===== config.mk =====
export PLATFORM = sky130hd
export DESIGN_NAME = scpc_ctrl
export DESIGN_NICKNAME = d
export VERILOG_FILES = /design/src/hw/rtl/scpc_pkg.sv /design/src/hw/rtl/scpc_ctrl.sv
export SDC_FILE = /design/constraint.sdc
export NUM_CORES = 1
export LEC_CHECK = 0
export BUFFER_PORTS_ARGS = -buffer_cell sky130_fd_sc_hd__buf_2
export CORE_AREA = 10 10 47 49
export CTS_CLUSTER_DIAMETER = 200
export CTS_CLUSTER_SIZE = 28
export DETAILED_ROUTE_END_ITERATION = 10
export DIE_AREA = 0 0 57 59
export GPL_TIMING_DRIVEN = 1
export REMOVE_ABC_BUFFERS = 1
export SKIP_CTS_REPAIR_TIMING = 1
export SYNTH_ARGS = -nofsm -noshare
export SYNTH_HDL_FRONTEND = slang
export SYNTH_SLANG_ARGS = --single-unit

===== constraint.sdc =====
create_clock -name clk -period 1.9 [get_ports clk]
set_input_delay 0.095 -clock clk [delete_from_list [all_inputs] [get_ports clk]]
set_output_delay 0.095 -clock clk [all_outputs]
set_load 0.1 [all_outputs]

===== src/hw/rtl/scpc_pkg.sv =====
// Shared constants and control/status types of the segment crossing pair counter.
// No dependencies; every other file of the block refers to it by scoped names.
`timescale 1ns / 1ps

package scpc_pkg;

  localparam int COORD_BITS_DEF = 21;
  localparam int MAX_POINTS_DEF = 1024;
  localparam int COUNT_BITS     = 19;
  localparam int CFG_IDX_BITS   = 2;

  localparam logic [CFG_IDX_BITS-1:0] CFG_ORIGIN_X = 2'd0;
  localparam logic [CFG_IDX_BITS-1:0] CFG_ORIGIN_Y = 2'd1;
  localparam logic [CFG_IDX_BITS-1:0] CFG_TARGET_X = 2'd2;
  localparam logic [CFG_IDX_BITS-1:0] CFG_TARGET_Y = 2'd3;

  typedef struct packed {
    logic load;
    logic issue;
    logic issue_self;
    logic finish;
  } cmd_t;

  typedef struct packed {
    logic busy;
    logic last;
    logic none;
    logic last_pair;
  } sts_t;

endpackage


===== src/hw/rtl/scpc_ctrl.sv =====
// Sequencer of the pair counter: accept, self pass, pair sweep, drain, result.
// Depends on scpc_pkg for the command and status types.
`timescale 1ns / 1ps

module scpc_ctrl (
  input  logic           clk,
  input  logic           rst_n,
  input  logic           in_valid,
  output logic           in_ready,
  output logic           out_valid,
  input  logic           out_ready,
  input  scpc_pkg::sts_t sts,
  output scpc_pkg::cmd_t cmd
);

  localparam logic [2:0] ST_IDLE  = 3'd0;
  localparam logic [2:0] ST_SELF  = 3'd1;
  localparam logic [2:0] ST_PAIR  = 3'd2;
  localparam logic [2:0] ST_DRAIN = 3'd3;
  localparam logic [2:0] ST_OUT   = 3'd4;

  logic [2:0] state_r, state_nxt;
  logic       out_valid_r, out_valid_nxt;

  always_comb begin
    state_nxt = state_r;
    cmd       = '0;
    in_ready  = 1'b0;
    case (state_r)
      ST_IDLE: begin
        in_ready = 1'b1;
        if (in_valid) begin
          cmd.load  = 1'b1;
          state_nxt = ST_SELF;
        end
      end
      ST_SELF: begin
        cmd.issue      = 1'b1;
        cmd.issue_self = 1'b1;
        state_nxt      = sts.none ? ST_DRAIN : ST_PAIR;
      end
      ST_PAIR: begin
        cmd.issue = 1'b1;
        if (sts.last_pair) begin
          state_nxt = ST_DRAIN;
        end
      end
      ST_DRAIN: begin
        if (!sts.busy) begin
          state_nxt = sts.last ? ST_OUT : ST_IDLE;
        end
      end
      ST_OUT: begin
        if (!out_valid_r || out_ready) begin
          cmd.finish = 1'b1;
          state_nxt  = ST_IDLE;
        end
      end
      default: begin
        state_nxt = ST_IDLE;
      end
    endcase
  end

  always_comb begin
    out_valid_nxt = out_valid_r;
    if (cmd.finish) begin
      out_valid_nxt = 1'b1;
    end else if (out_ready) begin
      out_valid_nxt = 1'b0;
    end
  end

  always_ff @(posedge clk) begin
    if (!rst_n) begin
      state_r     <= ST_IDLE;
      out_valid_r <= 1'b0;
    end else begin
      state_r     <= state_nxt;
      out_valid_r <= out_valid_nxt;
    end
  end

  assign out_valid = out_valid_r;

endmodule


==> results of run 1 <==
## cell families after synthesis
logic type,after synthesis,synth area share (%)
buffers and inverters,2,8.15
XOR/XNOR,1,3.81
AO/OA/AOI/OAI,2,7.61
AND/OR/NAND/NOR,12,35.9
flip-flops,4,34.8
multiplexers,1,9.78
## flip-flops by register name, summed over array words and instances (netlist names)
name,count
state_r,3
out_valid,1
## where the power goes
part	switching (mW)	total (mW)	internal, mW
logic	0.112	0.142	0.0298
registers	0.00878	0.0982	0.0894
clock network	0.0334	0.104	0.0706
## critical path, stage by stage (launching register included)
cell and delay, ns:
dfxtp_1 0.40, nor3b_1 0.35, nor2b_1 0.17, buf_2 0.43
## per-layer routing
metal	track usage, %	routed length (um)
met5	0	0
met4	2.01	0
met3	4.72	60
met2	6.20	293
met1	2.26	197
## layout make-up
type                    count  area (sq um)
well taps                  16          20.0
multi-input cells          16           131
fillers                   172          1080
repair buffers             13          65.1
flip-flops and latches      4          80.1
clock buffers               3          22.5
## stage by stage
| stage | TNS (ns) | power, mW |
|---|---|---|
| final | 0 | 0.344 |
| after detailed placement | 0 | 0.243 |
| after floorplan | -3.58 | 0.218 |
| after CTS | 0 | 0.352 |
| after global routing | 0 | 0.364 |
| after global placement | 0 | 0.243 |
## placed cells by master, fill, tap and decap left out, drive strengths merged
cell     n
and3b    3
a32o     1
nor3     1
clkbuf   3
nor4b    1
nor2b    2
o21a     1
nor3b    2
xnor2    1
mux4     1
dfxtp    4
buf     13
nor2     2
and2     1
## path summary, 6_finish.rpt
path | slack (ns) | end | start | cells past startpoint
worst min register to register | 0.53 | state_r[1]$_SDFFE_PN0P_ | state_r[2]$_SDFFE_PN0P_ | 1
worst min-delay path | 0.11 | out_valid$_SDFFE_PN0P_ | rst_n | 2
worst max register to register | 0.64 | state_r[0]$_SDFFE_PN0P_ | state_r[1]$_SDFFE_PN0P_ | 2
worst max-delay path | 0.23 | cmd[0] | state_r[2]$_SDFFE_PN0P_ | 3
==> flow_summary_export.csv, run 1 <==
group,metric,value,unit
clocking,cts_max_path_buffers,2,
floorplanning,boundaryPins,14,
synth,synth_edf_count,0,
floorplanning,start_util,16.4,%
critical_path,startpoint_type,"flop",
timing,clock_skew,0.00381,ns
synth,synth_largest_area_cell,"dfxtp_1",
clocking,insertion_delay,0.23,ns
detailed_routing,num_vias,206,
power_and_ir_drop,power.density,1080,nW/um^2
clocking,cts_tree,"built",
critical_path,path_class,"reg2out",
clocking,h-tree-depth,1,
finish,final_util,22.8,%
finish,area_delta_synth_final,38.6,%
placed_design,dpl.cell_count,49,
global_routing,antenna_found_initial,0,
synth,netlist_instances,22,
synth,synth_top_area_share,34.8,%
timing,fmax,598,MHz
detailed_routing,via_per_inst,3.96,
synth,ys_ff_latch,4,
timing,worst_pin_slew,0.490,ns
critical_path,arrival,1.58,ns
placed_design,routabilityCongestion,0.658,
timing,setup_ws,0.226,ns
run,drv_cap,0,
detailed_routing,drtIter0Drc,0,
synth,synthArstFlopShare,0,%
floorplanning,rows,14,
detailed_routing,wl_per_cell,10.6,um
run_status,run_status,"complete, no violations",
global_routing,grt_overflow,0,
clocking,cts_inserted_buffers,3,
clocking,root_buffer,"clkbuf_4",
timing,finalCriticalPeriod,1.67,ns
detailed_routing,antenna_left,0,
detailed_routing,dr.pass1.iters,1,
synth,yosysUniqueCellTypes,15,
global_routing,grt_max_degree,8,
critical_path,crit_required,1.80,ns
timing,hold_slack,0.113,ns
synth,seq_area_frac_synth,34.8,%
floorplanning,die-area,3360,sq um
placed_design,place_area,297,sq um
timing,final-setup-viol-count,0,
finish,stdcell_area,319,sq um
synth,ys_top_cells_by_area,"dfxtp_1 35%, mux4_2 9.8%, and3b_1 7.6%",
timing,slew_headroom,67.5,%
synth,yosys_warnings,0,
clocking,cts.sinks,4,
finish,instances_no_fill,52,
global_routing,grt_first_pass_wirelength,883,um
global_routing,grt_pass1_vias,232,
min_path,hp-class,"in2reg",
power_and_ir_drop,p_leak,0.151,nW
timing,finalMaxSlewViolations,0,
timing,hold_viol_final,0,
synth,yosys-top-cells-count,"4 x dfxtp_1, 2 x and3b_1, 2 x nor2_1, 2 x nor2b_1, 2 x nor3b_1",
synth,synth_flop_cell,"dfxtp_1",
finish,nNetsFinal,46,
timing,rsz0062_at_grt,"no",
critical_path,cp-end-kind,"output pin",
clocking,clk_pin_slew,0.04,ns
placed_design,hpwl,489,um
synth,syn_area,230,sq um
finish,n_antenna_cell,0,
finish,drive_gt1_share,50.0,%
floorplanning,core_area,1400,sq um
critical_path,crit_path_max_fanout,7,
detailed_routing,finalWirelength,551,um
timing,post-route-period-util,88.1,%
power_and_ir_drop,peakVddDrop,0.000217,V
global_routing,track_usage,3.76,%
placed_design,pre_cts_ws,0.476,ns
placed_design,port-buffer-count,13,
synth,yosysMostFrequentCell,"dfxtp_1",
floorplanning,die_x,57,um
detailed_routing,drc,0,
synth,syn_avg_cell_area,10.5,sq um
floorplanning,die_y,59,um
Note: power is estimated with default switching activity, not from simulation.
==> run 2, diff against run 1 <==
--- a/config.mk
+++ b/config.mk
@@ -12,7 +12,6 @@
 export DETAILED_ROUTE_END_ITERATION = 10
 export DIE_AREA = 0 0 57 59
 export GPL_TIMING_DRIVEN = 1
-export REMOVE_ABC_BUFFERS = 1
 export SKIP_CTS_REPAIR_TIMING = 1
 export SYNTH_ARGS = -nofsm -noshare
 export SYNTH_HDL_FRONTEND = slang
==> constraint.sdc (replaced) <==
create_clock -name clk -period 1.9 [get_ports clk]
set_input_delay 0.475 -clock clk [delete_from_list [all_inputs] [get_ports clk]]
set_output_delay 0.475 -clock clk [all_outputs]
set_load 0.1 [all_outputs]
==> flow_summary_export.csv, run 2 (same netlist as run 1, synthesis figures left out) <==
group,metric,value,unit
run_status,run_status,"complete, no violations",
detailed_routing,drtIter0Drc,3,
synth,syn-num-nets,30,
critical_path,arrival,1.31,ns
clocking,root_buffer,"clkbuf_4",
finish,stdcell_area,432,sq um
clocking,insertion_delay,0.23,ns
critical_path,timing.rr.end,"state_r[0]$_SDFFE_PN0P_",
timing,rsz0062_at_grt,"no",
global_routing,track_usage,4.27,%
placed_design,routabilityCongestion,0.702,
global_routing,antenna_found_initial,0,
detailed_routing,drc,0,
global_routing,grt_pass1_vias,256,
global_routing,grt_overflow,0,
placed_design,hpwl,527,um
min_path,hp-class,"in2reg",
critical_path,max_stage_delay,0.40,ns
critical_path,reg2reg_slack,0.53,ns
timing,finalCriticalPeriod,1.78,ns
timing,finalMaxSlewViolations,0,
finish,n_antenna_cell,0,
detailed_routing,antenna_left,0,
power_and_ir_drop,power.density,910,nW/um^2
floorplanning,start_util,16.4,%
finish,fill_cells,155,
finish,largest_register_ffs,3,
power_and_ir_drop,peakVddDrop,0.000256,V
clocking,cts_tree,"built",
floorplanning,rows,14,
timing,final-setup-viol-count,0,
critical_path,crit_chain,"nor3b_2 > nor2b_2 > buf_12",
detailed_routing,finalWirelength,616,um
timing,tns,0,ns
critical_path,path_class,"reg2out",
critical_path,startpoint_type,"flop",
finish,largest-register,"state_r",
floorplanning,die-area,3360,sq um
finish,layout_commonest_cell,"buf_2",
critical_path,cpMaxStageDelayCell,"dfxtp_1",
floorplanning,core_area,1400,sq um
global_routing,grt_first_pass_wirelength,1040,um
finish,seq_area,81.3,sq um
finish,drive_gt1_share,71.8,%
timing,clock_skew,0.000838,ns
critical_path,crit_required,1.42,ns
detailed_routing,wl_per_cell,11.2,um
placed_design,place_area,387,sq um
timing,slew_headroom,67.7,%
finish,layout_common_cells,"9 x buf_2, 4 x buf_12, 3 x clkbuf_4, 3 x buf_4, 3 x dfxtp_1",
critical_path,r2r_cells,2,
finish,area_delta_synth_final,87.5,%
finish,multi_input_area,160,sq um
floorplanning,die_x,57,um
clocking,cts_max_path_buffers,2,
critical_path,critPathCapture,"cmd[0]",
run,drv_cap,0,
clocking,clk_pin_slew,0.04,ns
global_routing,grt_max_degree,8,
detailed_routing,via_per_inst,4.11,
critical_path,crit_start,"state_r[1]$_SDFFE_PN0P_",
detailed_routing,num_vias,226,
placed_design,port-buffer-count,13,
timing,worst_pin_slew,0.488,ns
finish,nNetsFinal,49,
clocking,h-tree-depth,1,
detailed_routing,dr.pass1.iters,4,
timing,post-route-period-util,93.9,%
clocking,cts_inserted_buffers,3,
timing,fmax,560,MHz
floorplanning,boundaryPins,14,
floorplanning,die_y,59,um
critical_path,r2r-start,"state_r[1]$_SDFFE_PN0P_",
timing,hold_viol_final,0,
clocking,cts.sinks,4,
critical_path,cp-end-kind,"output pin",
critical_path,crit_path_max_fanout,7,
power_and_ir_drop,p_leak,0.195,nW
## run 2: through the flow
step	utilization [%]	total power [mW]	instances	worst slack [ns]	hold WS, ns
after floorplan	-	0.235	22	-0.285	0.570
after global placement	27.6	0.288	50	0.239	0.561
after detailed placement	27.6	0.289	50	0.195	0.565
after CTS	29.2	0.401	53	-0.0574	0.498
after global routing	30.8	0.420	55	0.0212	0.496
final	30.8	0.393	55	0.115	0.507
## run 2: worst min path at each step
stage | cells after the start | to | from
2_1_floorplan | 1 | state_r[1]$_SDFFE_PN0P_ | state_r[2]$_SDFFE_PN0P_
3_3_place_gp | 2 | state_r[1]$_SDFFE_PN0P_ | state_r[2]$_SDFFE_PN0P_
3_5_place_dp | 2 | state_r[1]$_SDFFE_PN0P_ | state_r[2]$_SDFFE_PN0P_
4_1_cts | 2 | out_valid$_SDFFE_PN0P_ | rst_n
5_1_grt | 2 | out_valid$_SDFFE_PN0P_ | rst_n
6_report | 2 | out_valid$_SDFFE_PN0P_ | rst_n
## run 2: area by class of cell
cell class / count / share of cell area, %
multi-input combinational: 16 / 37.1
sequential: 4 / 18.8
tap: 16 / 4.64
timing repair buffer: 16 / 34.2
clock buffer: 3 / 5.22
## run 2: worst max-delay path, delay by kind of cell, from the launching register on
family / cells / cell delay, ns
buffers and inverters: 1 / 0.19
AND/OR/NAND/NOR: 2 / 0.49
flip-flops: 1 / 0.40
## run 2: power by group
group	total, mW	internal, mW	switching (mW)
Sequential	0.102	0.0894	0.0122
Clock	0.105	0.0707	0.0346
Combinational	0.186	0.0662	0.120
Total	0.393	0.226	0.166
## run 2: layer usage
metal	global-route usage, %	vias to the layer above	part of all wire, %
li1	-	113	-
met1	3.19	99	34
met2	6.51	14	52
met3	3.22	0	13
met4	5.03	0	0
met5	0	-	0
==> run 3, diff against run 2 <==
==> constraint.sdc (replaced) <==
create_clock -name clk -period 1.7 [get_ports clk]
set_input_delay 0.425 -clock clk [delete_from_list [all_inputs] [get_ports clk]]
set_output_delay 0.425 -clock clk [all_outputs]
set_load 0.1 [all_outputs]
==> flow_summary_export.csv, run 3 (same netlist as run 1, synthesis figures left out) <==
group,metric,value,unit
run_status,run_status,"complete, no violations",
critical_path,startpoint_type,"flop",
floorplanning,die-area,3360,sq um
clocking,cts_inserted_buffers,3,
floorplanning,rows,14,
critical_path,r2r_cells,3,
clocking,root_buffer,"clkbuf_4",
floorplanning,boundaryPins,14,
power_and_ir_drop,power_frac_clock,24.9,%
floorplanning,die_y,59,um
global_routing,grtUsageMet2,4.81,%
placed_design,routabilityCongestion,0.698,
min_path,hp-class,"in2reg",
power_and_ir_drop,peakVddDrop,0.000279,V
timing,post-route-period-util,96.9,%
timing,rsz0062_at_grt,"no",
detailed_routing,antenna_left,0,
timing,finalMaxSlewViolations,0,
floorplanning,die_x,57,um
global_routing,grt_pass1_vias,241,
critical_path,cpLargestDelayFamily,"simple AND/OR/NAND/NOR gates",
floorplanning,core_area,1400,sq um
timing,hold_slack,0.458,ns
clocking,cts.sinks,4,
placed_design,port-buffer-count,13,
critical_path,arrival,1.22,ns
power_and_ir_drop,power.density,1020,nW/um^2
power_and_ir_drop,share_comb_of_total_power,53.0,%
critical_path,crit_path_max_fanout,6,
timing,worst_pin_slew,0.487,ns
finish,area_delta_synth_final,99.5,%
synth,syn-num-nets,30,
finish,layout_common_cells,"8 x buf_2, 5 x buf_12, 4 x buf_4",
critical_path,cpMaxStageDelayCell,"dfxtp_1",
timing,slew_headroom,67.8,%
min_path,worstHoldStart,"rst_n",
min_path,whs_path_depth,2,
finish,stdcell_area,459,sq um
finish,layout_commonest_cell,"buf_2",
critical_path,crit_chain,"buf_4 > nor3_4 > and2_4 > buf_12",
timing,final-setup-viol-count,0,
finish,largest-register,"state_r",
critical_path,crit_buf_inv,2,
clocking,cts_max_path_buffers,2,
power_and_ir_drop,p_int,276,uW
clocking,h-tree-depth,1,
clocking,insertion_delay,0.23,ns
global_routing,grtUsageMet1,3.67,%
timing,clock_skew,0.00221,ns
clocking,clk_pin_slew,0.04,ns
detailed_routing,wl_per_cell,10.8,um
clocking,cts_tree,"built",
detailed_routing,dr.pass1.iters,4,
placed_design,place_area,422,sq um
global_routing,use_met3,3.22,%
critical_path,crit_required,1.27,ns
critical_path,cp-end-kind,"output pin",
power_and_ir_drop,p_leak,0.206,nW
detailed_routing,via_per_inst,4.21,
finish,fill_cells,141,
global_routing,grt_first_pass_wirelength,966,um
critical_path,timing.rr.end,"state_r[0]$_SDFFE_PN0P_",
global_routing,busiest_layer,"met2",
detailed_routing,drc,0,
critical_path,reg2reg_slack,0.38,ns
run,drv_cap,0,
global_routing,grt_max_degree,7,
finish,n_antenna_cell,0,
global_routing,grt_overflow,0,
finish,drive_gt1_share,72.5,%
critical_path,max_stage_delay,0.30,ns
power_and_ir_drop,switchingPower,191,uW
min_path,whs_endpoint,"out_valid$_SDFFE_PN0P_",
power_and_ir_drop,p_sw_share,40.9,%
timing,hold_viol_final,0,
global_routing,track_usage,3.84,%
detailed_routing,num_vias,236,
timing,fmax,607,MHz
finish,largest_register_ffs,3,
timing,tns,0,ns
detailed_routing,finalWirelength,603,um
power_and_ir_drop,seqPwrFrac,22.1,%
global_routing,antenna_found_initial,0,
critical_path,r2r-start,"state_r[1]$_SDFFE_PN0P_",
detailed_routing,drtIter0Drc,4,
timing,finalCriticalPeriod,1.65,ns
finish,nNetsFinal,50,
critical_path,path_class,"reg2out",
floorplanning,start_util,16.4,%
## run 3: changes by cell type in the layout (fill, tap and decap cells not counted), sizes merged
cell | previous run | this run
buf | 16 | 17
## run 3: power groups by stage
| stage | combinational (mW) | sequential [mW] | clock [mW] |
|---|---|---|---|
| 4_1_cts | 0.245 | 0.103 | 0.123 |
| 5_1_grt | 0.258 | 0.104 | 0.129 |
| 2_1_floorplan | 0.157 | 0.108 | 0 |
| 6_report | 0.248 | 0.103 | 0.116 |
| 3_5_place_dp | 0.244 | 0.104 | 0 |
| 3_3_place_gp | 0.244 | 0.104 | 0 |
## run 3: routing by layer
metal,wire [um],vias to the layer above
met5,0,-
met4,12,0
met3,88,2
met2,249,15
met1,253,104
li1,-,115
## run 3: worst max-delay path by stage
stage | from | to | cells after the start
final | state_r[2]$_SDFFE_PN0P_ | cmd[3] | 4
after global routing | state_r[2]$_SDFFE_PN0P_ | cmd[3] | 4
after detailed placement | state_r[2]$_SDFFE_PN0P_ | cmd[0] | 3
after global placement | state_r[2]$_SDFFE_PN0P_ | cmd[0] | 3
after CTS | state_r[2]$_SDFFE_PN0P_ | cmd[0] | 3
after floorplan | state_r[1]$_SDFFE_PN0P_ | cmd[3] | 3
## run 3: cell type report
class | count | area [sq um] | area share, %
repair buffers | 17 | 170 | 37.1
multi-input cells | 16 | 165 | 36.0
flip-flops and latches | 4 | 81.3 | 17.7
clock buffers | 3 | 22.5 | 4.90
well taps | 16 | 20.0 | 4.36
## run 3: through the flow
step | std cells | setup WS, ns | power [mW] | utilization (%)
2_1_floorplan | 22 | -0.435 | 0.266 | -
3_3_place_gp | 52 | 0.210 | 0.348 | 30.1
3_5_place_dp | 52 | 0.216 | 0.349 | 30.1
4_1_cts | 55 | -0.0397 | 0.471 | 31.7
5_1_grt | 56 | 0.00474 | 0.490 | 32.8
6_report | 56 | 0.0535 | 0.467 | 32.8
